<file path="src/hw/rtl/assert_macros.svh">
// Assertion macros for the RTL modules of the LFU cache table; lfu_seq uses them.
`ifndef ASSERT_MACROS_SVH
`define ASSERT_MACROS_SVH

`ifndef ASSERT_OFF
`define ASSERT_CHK(label, prop, msg) \
  label: assert property (@(posedge clk_i) disable iff (!rst_ni) (prop)) else $error(msg);
`define ASSERT_NEVER(label, prop, msg) \
  label: assert property (@(posedge clk_i) disable iff (!rst_ni) !(prop)) else $error(msg);
`else
`define ASSERT_CHK(label, prop, msg)
`define ASSERT_NEVER(label, prop, msg)
`endif

`endif

</file>
<file path="src/hw/rtl/lfu_pkg.sv">
// Types and constants shared by the LFU cache table modules.
package lfu_pkg;

  localparam int unsigned CAP_W = 5;
  localparam int unsigned KEY_W = 32;
  localparam int unsigned VAL_W = 32;

  localparam logic [CAP_W-1:0] CAP_RESET = 5'd16;

  localparam logic REQ_GET = 1'b0;
  localparam logic REQ_PUT = 1'b1;

  localparam logic signed [VAL_W-1:0] MISS_VALUE = -32'sd1;

  typedef struct packed {
    logic                    req_type;
    logic signed [KEY_W-1:0] key;
    logic signed [VAL_W-1:0] value;
  } lfu_req_t;

  typedef struct packed {
    logic                    hit;
    logic signed [VAL_W-1:0] read_value;
    logic                    evicted;
    logic signed [KEY_W-1:0] evicted_key;
  } lfu_result_t;

endpackage

</file>
<file path="src/hw/rtl/lfu_mem.sv">
// Entry memory: one write port, one read port, registered read data.
module lfu_mem #(
  parameter int unsigned DEPTH = 16,
  parameter int unsigned WIDTH = 84,
  localparam int unsigned ADDR_W = (DEPTH > 1) ? $clog2(DEPTH) : 1
) (
  input  logic              clk_i,
  input  logic              rd_en_i,
  input  logic [ADDR_W-1:0] rd_addr_i,
  output logic [WIDTH-1:0]  rd_data_o,
  input  logic              wr_en_i,
  input  logic [ADDR_W-1:0] wr_addr_i,
  input  logic [WIDTH-1:0]  wr_data_i
);

  logic [WIDTH-1:0] mem_q [DEPTH];
  logic [WIDTH-1:0] rd_data_q;

  always_ff @(posedge clk_i) begin
    if (wr_en_i) begin
      mem_q[wr_addr_i] <= wr_data_i;
    end
  end

  always_ff @(posedge clk_i) begin
    if (rd_en_i) begin
      rd_data_q <= mem_q[rd_addr_i];
    end
  end

  assign rd_data_o = rd_data_q;

endmodule

</file>
<file path="src/hw/rtl/lfu_seq.sv">
// Request sequencer: key/victim scan pass, then, for a get hit or a put at nonzero capacity, rank/count update pass.
`include "assert_macros.svh"

module lfu_seq #(
  parameter int unsigned MAX_ENTRIES = 16,
  parameter int unsigned COUNT_BITS  = 16,
  localparam int unsigned IDX_W = (MAX_ENTRIES > 1) ? $clog2(MAX_ENTRIES) : 1,
  localparam int unsigned CNT_W = $clog2(MAX_ENTRIES + 1),
  localparam int unsigned ROW_W = 64 + COUNT_BITS + IDX_W
) (
  input  logic                  clk_i,
  input  logic                  rst_ni,
  input  logic [CNT_W-1:0]      cap_i,
  input  logic                  clr_i,
  input  logic                  req_valid_i,
  output logic                  req_ready_o,
  input  lfu_pkg::lfu_req_t     req_i,
  output logic                  res_valid_o,
  input  logic                  res_ready_i,
  output lfu_pkg::lfu_result_t  res_o,
  output logic                  mem_re_o,
  output logic [IDX_W-1:0]      mem_raddr_o,
  input  logic [ROW_W-1:0]      mem_rdata_i,
  output logic                  mem_we_o,
  output logic [IDX_W-1:0]      mem_waddr_o,
  output logic [ROW_W-1:0]      mem_wdata_o
);
  import lfu_pkg::*;

  typedef enum logic [2:0] {
    S_IDLE,
    S_SCAN,
    S_DECIDE,
    S_UPD,
    S_DONE
  } state_e;

  localparam logic [CNT_W-1:0] LAST = CNT_W'(MAX_ENTRIES);
  localparam logic [COUNT_BITS-1:0] COUNT_SAT = '1;

  state_e                 state_q;
  logic [CNT_W-1:0]       cnt_q;
  logic [MAX_ENTRIES-1:0] valid_q;
  logic [CNT_W-1:0]       held_q;

  lfu_req_t               req_q;
  lfu_result_t            res_q;
  logic                   found_q;
  logic [IDX_W-1:0]       hit_idx_q;
  logic [IDX_W-1:0]       hit_rank_q;
  logic [VAL_W-1:0]       hit_val_q;
  logic                   vic_have_q;
  logic [IDX_W-1:0]       vic_idx_q;
  logic [COUNT_BITS-1:0]  vic_cnt_q;
  logic [IDX_W-1:0]       vic_rank_q;
  logic [KEY_W-1:0]       vic_key_q;
  logic                   free_have_q;
  logic [IDX_W-1:0]       free_idx_q;
  logic [IDX_W-1:0]       tgt_q;
  logic [IDX_W-1:0]       rref_q;
  logic                   all_q;
  logic                   ins_q;
  logic                   keep_q;

  logic [CNT_W-1:0]       cnt_m1;
  logic [IDX_W-1:0]       pidx;
  logic                   p_valid;
  logic [KEY_W-1:0]       r_key;
  logic [VAL_W-1:0]       r_val;
  logic [COUNT_BITS-1:0]  r_cnt;
  logic [IDX_W-1:0]       r_rank;
  logic                   is_put;
  logic                   full;

  logic                   dec_upd;
  logic                   dec_ins;
  logic                   dec_all;
  logic                   dec_keep;
  logic                   dec_set_valid;
  logic [IDX_W-1:0]       dec_tgt;
  logic [IDX_W-1:0]       dec_rref;
  lfu_result_t            dec_res;

  assign cnt_m1  = cnt_q - CNT_W'(1);
  assign pidx    = cnt_m1[IDX_W-1:0];
  assign p_valid = valid_q[pidx];
  assign r_key   = mem_rdata_i[KEY_W-1:0];
  assign r_val   = mem_rdata_i[KEY_W +: VAL_W];
  assign r_cnt   = mem_rdata_i[KEY_W+VAL_W +: COUNT_BITS];
  assign r_rank  = mem_rdata_i[KEY_W+VAL_W+COUNT_BITS +: IDX_W];
  assign is_put  = (req_q.req_type == REQ_PUT);
  assign full    = (held_q >= cap_i);

  assign req_ready_o = (state_q == S_IDLE) && !clr_i;
  assign res_valid_o = (state_q == S_DONE);
  assign res_o       = res_q;

  assign mem_re_o    = ((state_q == S_SCAN) || (state_q == S_UPD)) && (cnt_q < LAST);
  assign mem_raddr_o = cnt_q[IDX_W-1:0];
  assign mem_we_o    = (state_q == S_UPD) && (cnt_q != '0);
  assign mem_waddr_o = pidx;

  always_comb begin
    dec_upd       = 1'b0;
    dec_ins       = 1'b0;
    dec_all       = 1'b0;
    dec_keep      = 1'b0;
    dec_set_valid = 1'b0;
    dec_tgt       = hit_idx_q;
    dec_rref      = hit_rank_q;
    dec_res       = '0;
    if (!is_put) begin
      if (found_q) begin
        dec_upd             = 1'b1;
        dec_keep            = 1'b1;
        dec_res.hit         = 1'b1;
        dec_res.read_value  = hit_val_q;
      end else begin
        dec_res.read_value  = MISS_VALUE;
      end
    end else if (cap_i != '0) begin
      dec_upd = 1'b1;
      if (found_q) begin
        dec_res.hit = 1'b1;
      end else if (full && vic_have_q) begin
        dec_ins             = 1'b1;
        dec_tgt             = vic_idx_q;
        dec_rref            = vic_rank_q;
        dec_res.evicted     = 1'b1;
        dec_res.evicted_key = vic_key_q;
      end else begin
        dec_ins       = 1'b1;
        dec_all       = 1'b1;
        dec_set_valid = 1'b1;
        dec_tgt       = free_idx_q;
      end
    end
  end

  always_comb begin
    mem_wdata_o = mem_rdata_i;
    if (pidx == tgt_q) begin
      if (ins_q) begin
        mem_wdata_o = {IDX_W'(0), COUNT_BITS'(1), req_q.value, req_q.key};
      end else begin
        mem_wdata_o = {IDX_W'(0), (r_cnt == COUNT_SAT) ? r_cnt : r_cnt + COUNT_BITS'(1),
                       keep_q ? r_val : req_q.value, r_key};
      end
    end else if (p_valid && (all_q || (r_rank < rref_q))) begin
      mem_wdata_o = {r_rank + IDX_W'(1), r_cnt, r_val, r_key};
    end
  end

  always_ff @(posedge clk_i or negedge rst_ni) begin
    if (!rst_ni) begin
      state_q <= S_IDLE;
      cnt_q   <= '0;
      valid_q <= '0;
      held_q  <= '0;
    end else if (clr_i) begin
      state_q <= S_IDLE;
      cnt_q   <= '0;
      valid_q <= '0;
      held_q  <= '0;
    end else begin
      unique case (state_q)
        S_IDLE: begin
          cnt_q <= '0;
          if (req_valid_i) begin
            state_q <= S_SCAN;
          end
        end
        S_SCAN: begin
          if (cnt_q == LAST) begin
            state_q <= S_DECIDE;
            cnt_q   <= '0;
          end else begin
            cnt_q <= cnt_q + CNT_W'(1);
          end
        end
        S_DECIDE: begin
          state_q <= dec_upd ? S_UPD : S_DONE;
          if (dec_set_valid) begin
            valid_q[dec_tgt] <= 1'b1;
            held_q           <= held_q + CNT_W'(1);
          end
        end
        S_UPD: begin
          if (cnt_q == LAST) begin
            state_q <= S_DONE;
            cnt_q   <= '0;
          end else begin
            cnt_q <= cnt_q + CNT_W'(1);
          end
        end
        S_DONE: begin
          if (res_ready_i) begin
            state_q <= S_IDLE;
          end
        end
        default: begin
          state_q <= S_IDLE;
        end
      endcase
    end
  end

  always_ff @(posedge clk_i) begin
    if ((state_q == S_IDLE) && req_valid_i) begin
      req_q       <= req_i;
      found_q     <= 1'b0;
      vic_have_q  <= 1'b0;
      free_have_q <= 1'b0;
    end
    if ((state_q == S_SCAN) && (cnt_q != '0)) begin
      if (p_valid) begin
        if (r_key == req_q.key) begin
          found_q    <= 1'b1;
          hit_idx_q  <= pidx;
          hit_rank_q <= r_rank;
          hit_val_q  <= r_val;
        end
        if (!vic_have_q || (r_cnt < vic_cnt_q) ||
            ((r_cnt == vic_cnt_q) && (r_rank > vic_rank_q))) begin
          vic_have_q <= 1'b1;
          vic_idx_q  <= pidx;
          vic_cnt_q  <= r_cnt;
          vic_rank_q <= r_rank;
          vic_key_q  <= r_key;
        end
      end else if (!free_have_q && (CNT_W'(pidx) < cap_i)) begin
        free_have_q <= 1'b1;
        free_idx_q  <= pidx;
      end
    end
    if (state_q == S_DECIDE) begin
      tgt_q  <= dec_tgt;
      rref_q <= dec_rref;
      all_q  <= dec_all;
      ins_q  <= dec_ins;
      keep_q <= dec_keep;
      res_q  <= dec_res;
    end
  end

  `ASSERT_CHK(a_held_le_cap, held_q <= cap_i, "entry count exceeds capacity")
  `ASSERT_CHK(a_held_matches_valid, $countones(valid_q) == held_q,
              "entry count disagrees with valid bits")
  `ASSERT_NEVER(a_hit_and_evict, res_valid_o && res_o.hit && res_o.evicted,
                "result both hit and evicted")

endmodule

</file>
<file path="src/hw/rtl/lfu_cache_table_unit.sv">
// LFU cache table top level: stream ports, capacity register, output register.
// Flow: each request is scanned over all rows; get hits and puts at nonzero capacity then
//   rewrite the rows in an update pass, while get misses and puts at capacity zero skip it.
// Flow control: one request at a time; a new input beat is taken only once the previous
//   result has moved into the output register.
// Reset: capacity 16, store empty, no output beat pending. A capacity write empties it.
module lfu_cache_table_unit #(
  parameter int unsigned MAX_ENTRIES = 16,
  parameter int unsigned COUNT_BITS  = 16
) (
  input  logic        clk_i,
  input  logic        rst_ni,
  input  logic        cfg_valid_i,
  output logic        cfg_ready_o,
  input  logic [4:0]  cfg_data_i,
  input  logic        s_axis_tvalid,
  output logic        s_axis_tready,
  input  logic [63:0] s_axis_tdata,   // key, value
  input  logic        s_axis_tuser,   // req_type
  output logic        m_axis_tvalid,
  input  logic        m_axis_tready,
  output logic [63:0] m_axis_tdata,   // read_value, evicted_key
  output logic [1:0]  m_axis_tuser    // hit, evicted
);
  import lfu_pkg::*;

  localparam int unsigned IDX_W = (MAX_ENTRIES > 1) ? $clog2(MAX_ENTRIES) : 1;
  localparam int unsigned CNT_W = $clog2(MAX_ENTRIES + 1);
  localparam int unsigned ROW_W = 64 + COUNT_BITS + IDX_W;
  localparam int unsigned CMP_W = (CNT_W > CAP_W) ? CNT_W : CAP_W;
  localparam logic [CMP_W-1:0] MAX_EXT = CMP_W'(MAX_ENTRIES);

  logic [CAP_W-1:0] capacity_q;
  logic [CMP_W-1:0] cap_ext;
  logic [CMP_W-1:0] cap_sat;
  logic [CNT_W-1:0] cap_eff;

  lfu_req_t         req;
  lfu_result_t      res;
  logic             res_valid;
  logic             res_ready;

  logic             m_valid_q;
  logic [63:0]      m_data_q;
  logic [1:0]       m_user_q;

  logic             mem_re;
  logic [IDX_W-1:0] mem_raddr;
  logic [ROW_W-1:0] mem_rdata;
  logic             mem_we;
  logic [IDX_W-1:0] mem_waddr;
  logic [ROW_W-1:0] mem_wdata;

  assign cfg_ready_o = 1'b1;

  always_ff @(posedge clk_i or negedge rst_ni) begin
    if (!rst_ni) begin
      capacity_q <= CAP_RESET;
    end else if (cfg_valid_i) begin
      capacity_q <= cfg_data_i;
    end
  end

  assign cap_ext = CMP_W'(capacity_q);
  assign cap_sat = (cap_ext > MAX_EXT) ? MAX_EXT : cap_ext;
  assign cap_eff = cap_sat[CNT_W-1:0];

  assign req.req_type = s_axis_tuser;
  assign req.key      = s_axis_tdata[31:0];
  assign req.value    = s_axis_tdata[63:32];

  lfu_seq #(
    .MAX_ENTRIES(MAX_ENTRIES),
    .COUNT_BITS (COUNT_BITS)
  ) u_seq (
    .clk_i      (clk_i),
    .rst_ni     (rst_ni),
    .cap_i      (cap_eff),
    .clr_i      (cfg_valid_i),
    .req_valid_i(s_axis_tvalid),
    .req_ready_o(s_axis_tready),
    .req_i      (req),
    .res_valid_o(res_valid),
    .res_ready_i(res_ready),
    .res_o      (res),
    .mem_re_o   (mem_re),
    .mem_raddr_o(mem_raddr),
    .mem_rdata_i(mem_rdata),
    .mem_we_o   (mem_we),
    .mem_waddr_o(mem_waddr),
    .mem_wdata_o(mem_wdata)
  );

  lfu_mem #(
    .DEPTH(MAX_ENTRIES),
    .WIDTH(ROW_W)
  ) u_mem (
    .clk_i    (clk_i),
    .rd_en_i  (mem_re),
    .rd_addr_i(mem_raddr),
    .rd_data_o(mem_rdata),
    .wr_en_i  (mem_we),
    .wr_addr_i(mem_waddr),
    .wr_data_i(mem_wdata)
  );

  assign res_ready = !m_valid_q || m_axis_tready;

  always_ff @(posedge clk_i or negedge rst_ni) begin
    if (!rst_ni) begin
      m_valid_q <= 1'b0;
    end else if (res_valid && res_ready) begin
      m_valid_q <= 1'b1;
    end else if (m_axis_tready) begin
      m_valid_q <= 1'b0;
    end
  end

  always_ff @(posedge clk_i) begin
    if (res_valid && res_ready) begin
      m_data_q <= {res.evicted_key, res.read_value};
      m_user_q <= {res.evicted, res.hit};
    end
  end

  assign m_axis_tvalid = m_valid_q;
  assign m_axis_tdata  = m_data_q;
  assign m_axis_tuser  = m_user_q;

endmodule
</file>
<file path="config.mk">
export PLATFORM = sky130hd
export DESIGN_NAME = lfu_cache_table_unit
export DESIGN_NICKNAME = d
export VERILOG_FILES = /design/src/hw/rtl/lfu_pkg.sv /design/src/hw/rtl/lfu_mem.sv /design/src/hw/rtl/lfu_seq.sv /design/src/hw/rtl/lfu_cache_table_unit.sv
export VERILOG_INCLUDE_DIRS = /design/src /design/src/hw/rtl
export SDC_FILE = /design/constraint.sdc
export NUM_CORES = 2
export LEC_CHECK = 0
export ABC_AREA = 0
export BUFFER_PORTS_ARGS = -buffer_cell sky130_fd_sc_hd__clkbuf_2
export CORE_MARGIN = 2
export CORE_UTILIZATION = 52
export DETAILED_ROUTE_END_ITERATION = 12
export PLACE_DENSITY = 0.68
export SYNTH_ARGS = -nofsm -noshare
export SYNTH_HDL_FRONTEND = slang
export SYNTH_HIERARCHICAL = 1
export SYNTH_SLANG_ARGS = --single-unit
</file>
<file path="constraint.sdc">
create_clock -name clk_i -period 9.69 [get_ports clk_i]
set_input_delay 0.4845 -clock clk_i [delete_from_list [all_inputs] [get_ports clk_i]]
set_output_delay 0.4845 -clock clk_i [all_outputs]
set_load 0.01 [all_outputs]
</file>
# After elaboration in Yosys (flattened, before gate mapping)
# Memories as Yosys holds them, arrays and structs flattened. A register that Yosys moved wholly into a read port is not among the register bits.
# Cells that the tools add are included.
# Widths: inputs -> output; s select.
[word_totals] register_bits=346 ramBits=1344 input_bits=75 out_inout_bits=69 wordCells=163 n_memories=1
[mem_list] name="u_mem.mem_q" words=16 width=84 rd=1 rd_ports_with_merged_regs=1 wr=1 line="lfu_mem.sv:16" text="logic [WIDTH-1:0] mem_q [DEPTH];"
[op_classes] add_sub_neg=5 magnitude_cmp=10 eq_ne=13 n_mux=62 bitwise=5 n_reduce_logical=36
[op_table] operator="$mux 84" count=2
[op_table] operator="$mux 80" count=1
[op_table] operator="$mux 16" count=4
[op_table] operator="$mux 32" count=2
[op_table] operator="$mux 33" count=1
[op_table] operator="$eq 32x32->1" count=1
[op_table] operator="$mux 4" count=8
[op_table] operator="$mux 5" count=6
[op_table] operator="$mux 1" count=28
[op_table] operator="$mux 3" count=6
[op_table] operator="$add 16x1->16 const B" count=1
[op_table] operator="$eq 16x16->1" count=1
[op_table] operator="$eq 16x16->1 const B" count=1
[op_table] operator="$lt 16x16->1" count=1
[op_table] operator="$or 16x16->16" count=1
[op_table] operator="$pmux 3 s5" count=1
[op_table] operator="$logic_and 1x1->1" count=11
[op_table] operator="$add 5x1->5 const B" count=2
[op_table] operator="$lt 4x5->1 const B" count=2
[op_table] operator="$pmux 5 s2" count=1
[op_table] operator="$reduce_bool 5->1" count=2
[op_table] operator="$reduce_and 3->1" count=3
[op_table] operator="$eq 3x2->1 const B" count=2
[op_table] operator="$ne 3x2->1 const B" count=2
[op_table] operator="27 further kinds" count=41

# Logic depth before layout (Yosys ltp)
[logic_depth] depth_word=16 mapped_depth=13 mapped_depth_nobuf=11

# Modules after synthesis
# The synthesis kept the hierarchy.
[modules_own_cells] module="lfu_mem" instances=1 cells_per_inst=2154 area_each_um2=52893.2
[modules_own_cells] module="lfu_seq" instances=1 cells_per_inst=874 area_each_um2=12450.7
[modules_own_cells] module="lfu_cache_table_unit" instances=1 cells_per_inst=87 area_each_um2=2248.4

# Least setup slack after synthesis
# OpenSTA, ideal clock, no wires.
[synth_timing] path_kind="reg-to-reg" startpoint="register u_seq.cnt_q[0]" endpoint="memory u_mem.mem_q[0][0] (enable)" t_arrival_ps=7564 required_time_ps=9061 slack_ps=1497 stages_incl_launch_ff=8 path_buffers=1 synth_period_minus_slack_ps=8193 path_cell_list="dfrtp_1 -> buf_6 -> inv_1 -> ha_1 -> xnor2_1 -> inv_1 -> or3b_2 -> nor3_1"
[synth_via] word_cells_on_any_way=5
[synth_lines] item="start: declaration" line="lfu_seq.sv:42" text="logic [CNT_W-1:0] cnt_q;"
[synth_lines] item="start signal: assignment" line="lfu_seq.sv:178" text="cnt_q <= cnt_q + CNT_W'(1);"
[synth_lines] item="start signal: assignment" line="lfu_seq.sv:193" text="cnt_q <= cnt_q + CNT_W'(1);"
[synth_lines] item="$sub 4x1->4" line="lfu_seq.sv:84" text="assign cnt_m1 = cnt_q - CNT_W'(1);"
[synth_lines] item="net mem_waddr[0]" line="lfu_cache_table_unit.sv:51" text="logic [IDX_W-1:0] mem_waddr;"
[synth_lines] item="end: declaration" line="lfu_mem.sv:16"
# The timed path passes the listed nets, and every way through them passes these cells.

# Worst setup path after layout
[layout_timing] startpoint="register u_seq.cnt_q[0]" endpoint="memory u_mem.mem_q[1][5] (enable)"
# Same word-level chain as after synthesis.

==> impl_metrics.yaml <==
cts:
  cts_tree: "done"
  path_clk_slew_ns: 0.06
  numCtsBuffers: 173
  postCtsSetupBuffers: 0
  cts-root-buf: "clkbuf_16"
  h-tree-depth: 4
  cts.sinks: 1774
  worstSkewPairLatency_ns: 0.81
  hold_buffers: 72
  cts_resized: 0
  max-clock-path-buffers: 3
timing:
  tightest_slew_ns: 1.300
  hold_viol: 0
  max_slew_margin_pct: 13.12
  fin_crit_ns: 5.593
  slew_violations: 0
  fin_crit_sh_pct: 57.72
  hold_slack_ns: 0.07592
  fin_skew_ns: 0.04643
  max_clock_freq_ghz: 0.1788
  tns_ns: 0
  rsz0062_at_grt: "no"
  final-setup-viol-count: 0
floorplan:
  num_io_pins: 144
  rows: 132
  coreArea_um2: 129300
  dieArea_um2: 132900
  die_x_um: 364.5
  initial_utilization_pct: 52.27
  dieHeight_um: 364.5
synthesis:
  synth-async-reset-ratio_pct: 1.973
  ys.flop_type: "edfxtp_1"
  synth-edff-count: 1736
  synth_top_area_cell: "edfxtp_1"
  netlist_instances: 3115
  synthDistinctLibCells: 78
  synth-seq-cells: 1774
  avgSynthCellArea_um2: 21.70
  synth_area_um2: 67590
  synth_top_area_share_pct: 77.12
  yosys_warnings: 6
  synth.top_cells.by_area: "edfxtp_1, mux4_2, a22oi_1"
  synth_nets: 3227
  ys_seq_area_share_pct: 78.51
cells_and_area:
  fillers: 9004
  mostFrequentLayoutCells: "edfxtp_1, mux4_2, clkbuf_16"
  finalNonFillerCells: 5290
  final_layout_size_suffix_gt1_share_pct: 26.23
  final_common_cell: "edfxtp_1"
  utilization_pct: 59.13
  area_growth_pct: 13.13
  num-nets-final: 3523
global_routing:
  grt_antenna_before_repair: 2
  grt_pass1_wl_um: 221500
  grt_overflow: 0
  grt_max_degree: 139
  grt_pass1_vias: 33110
  grt_usage_pct: 23.05
detailed_routing:
  dr.first_iter.drc_count: 3277
  vias: 32230
  dr.pass1.iters: 6
  via_per_inst: 6.092
  wl_per_cell_um: 28.55
  drtAntennaViolNets: 0
  drc_errors: 0
  wirelength_um: 151000
status:
  outcome: "finished clean"
critical_path:
  path_class: "flop to flop"
  r2r_setup_slack_ns: 4.10
  critical_path.cell_chain: "inv_1, ha_1, xnor2_1, inv_1, or3b_2, nor2_4, buf_4, buf_4"
  timing.rr.start: "u_seq/cnt_q[0]"
  crit_path_end_kind: "flop"
  cp_max_fo: 52
  cp.required_ns: 10.08
  worstPathArrival_ns: 5.98
  slowest_stage: "dfrtp_4"
  worst_setup_path_start_kind: "flop"
  timing.rr.end: "u_mem/mem_q[1][5]"
  r2r_cells: 8
  cp-startpoint: "u_seq/cnt_q[0]"
  crit_path_end: "u_mem/mem_q[1][5]"
  max_stage_delay_ns: 1.09
placement:
  gp_congestion: 0.7864
  dp_hpwl_um: 77030
  io_buffers: 142
  placed_cells: 4906
pwr:
  ir_drop_mv: 0.1811
  leakage_nw: 24.50
  power.total_w: 0.01867
  p_per_area_nw_per_um2: 244.2
hold_path:
  whs_path_depth: 3
  min_path_type: "input pin to flop"
flow_run:
  drv_cap: 0
-- worst max-delay path: cells and delay by family (launching register included) --
family                   cells  cell delay [ns]
AND/OR/NAND/NOR              2             1.31
flip-flops                   1             1.09
adder cells (fa/ha/maj)      1             0.37
buffers and inverters        4             2.02
XOR/XNOR                     1             0.33
-- cells in the mapped netlist, drive strengths merged (2+ instances only) --
cell     number
xor2         45
o21a          3
nand3b        2
xnor2         8
a21oi        51
a31oi         6
inv          90
edfxtp     1736
nand2       114
a21o         12
nor4         11
dfrtp        34
nor3         12
o221ai        2
nand2b       15
nand3        16
and4          3
mux2i         5
mux2         70
a41o          2
o22ai        12
buf          83
o21ai        18
clkbuf       71
and2          6
or3           8
and3         39
nand4         9
o2111ai       3
mux4        341
o31ai         4
o211ai        2
ha           37
a22oi       168
nor2b        11
dfxtp         3
nor2         47
-- stage by stage --
step                      setup WS (ns)  cell area [um^2]
final                             4.097             76470
after global routing              3.783             76460
after CTS                         4.041             76460
after detailed placement          4.090             70400
after global placement            4.169             70400
after floorplan                   1.497             67590
-- power breakdown --
part | leakage (nW) | internal (W) | switching (W)
Sequential | 16.2 | 0.00951 | 0.000284
Clock | 2.58 | 0.00359 | 0.00276
Combinational | 5.74 | 0.000943 | 0.00158
Total | 24.5 | 0.0140 | 0.00463
-- flip-flops by register name, indices dropped and copies added (netlist names), 2 cells and up --
signal	count
cap_ext	5
m_axis_tdata	64
m_axis_tuser	2
u_mem/mem_q	1344
u_mem/rd_data_o	84
u_seq/cnt_q	5
u_seq/free_idx_q	4
u_seq/held_q	5
u_seq/hit_idx_q	4
u_seq/hit_rank_q	4
u_seq/hit_val_q	32
u_seq/req_q	64
u_seq/res_o	66
u_seq/rref_q	4
u_seq/state_q	3
u_seq/tgt_q	4
u_seq/valid_q	16
u_seq/vic_cnt_q	16
u_seq/vic_idx_q	4
u_seq/vic_key_q	32
u_seq/vic_rank_q	4
-- metal layers --
| metal | GRT usage [%] | vias up | share of wire [%] |
|---|---|---|---|
| met4 | 5.737 | 0 | 1.9 |
| li1 | - | 13440 | - |
| met3 | 4.377 | 196 | 7.8 |
| met5 | 0 | - | 0 |
| met2 | 37.45 | 1366 | 49 |
| met1 | 32.64 | 17230 | 41 |
-- cell type report --
class	instances	area [um^2]	area share (%)
Clock inverter	88	789.5	1.032
Antenna cell	3	7.507	0.009817
Clock buffer	221	4551	5.951
Inverter	90	339.1	0.4434
Sequential cell	1774	53070	69.41
Timing Repair Buffer	275	1939	2.536
Multi-Input combinational cell	1097	13590	17.77
Tap cell	1742	2180	2.850
-- cell families after synthesis --
| group | synth area share (%) |
|---|---|
| simple gates | 2.234 |
| fa+ha+maj | 0.6849 |
| compound gates | 3.400 |
| mux | 12.78 |
| other cells | 0.005548 |
| buf+inv | 1.657 |
| flops | 78.51 |
| xor+xnor | 0.7312 |
-- worst min path at each step --
stage | startpoint | endpoint
3_5_place_dp | u_seq/res_o[62] | m_axis_tdata[29]
4_1_cts | s_axis_tvalid | u_seq/state_q[0]
6_report | s_axis_tvalid | u_seq/state_q[0]
3_3_place_gp | u_seq/res_o[51] | m_axis_tdata[18]
2_1_floorplan | rst_ni | cap_ext[0]
5_1_grt | s_axis_tvalid | u_seq/state_q[0]
(Power assumes the default switching activity.)
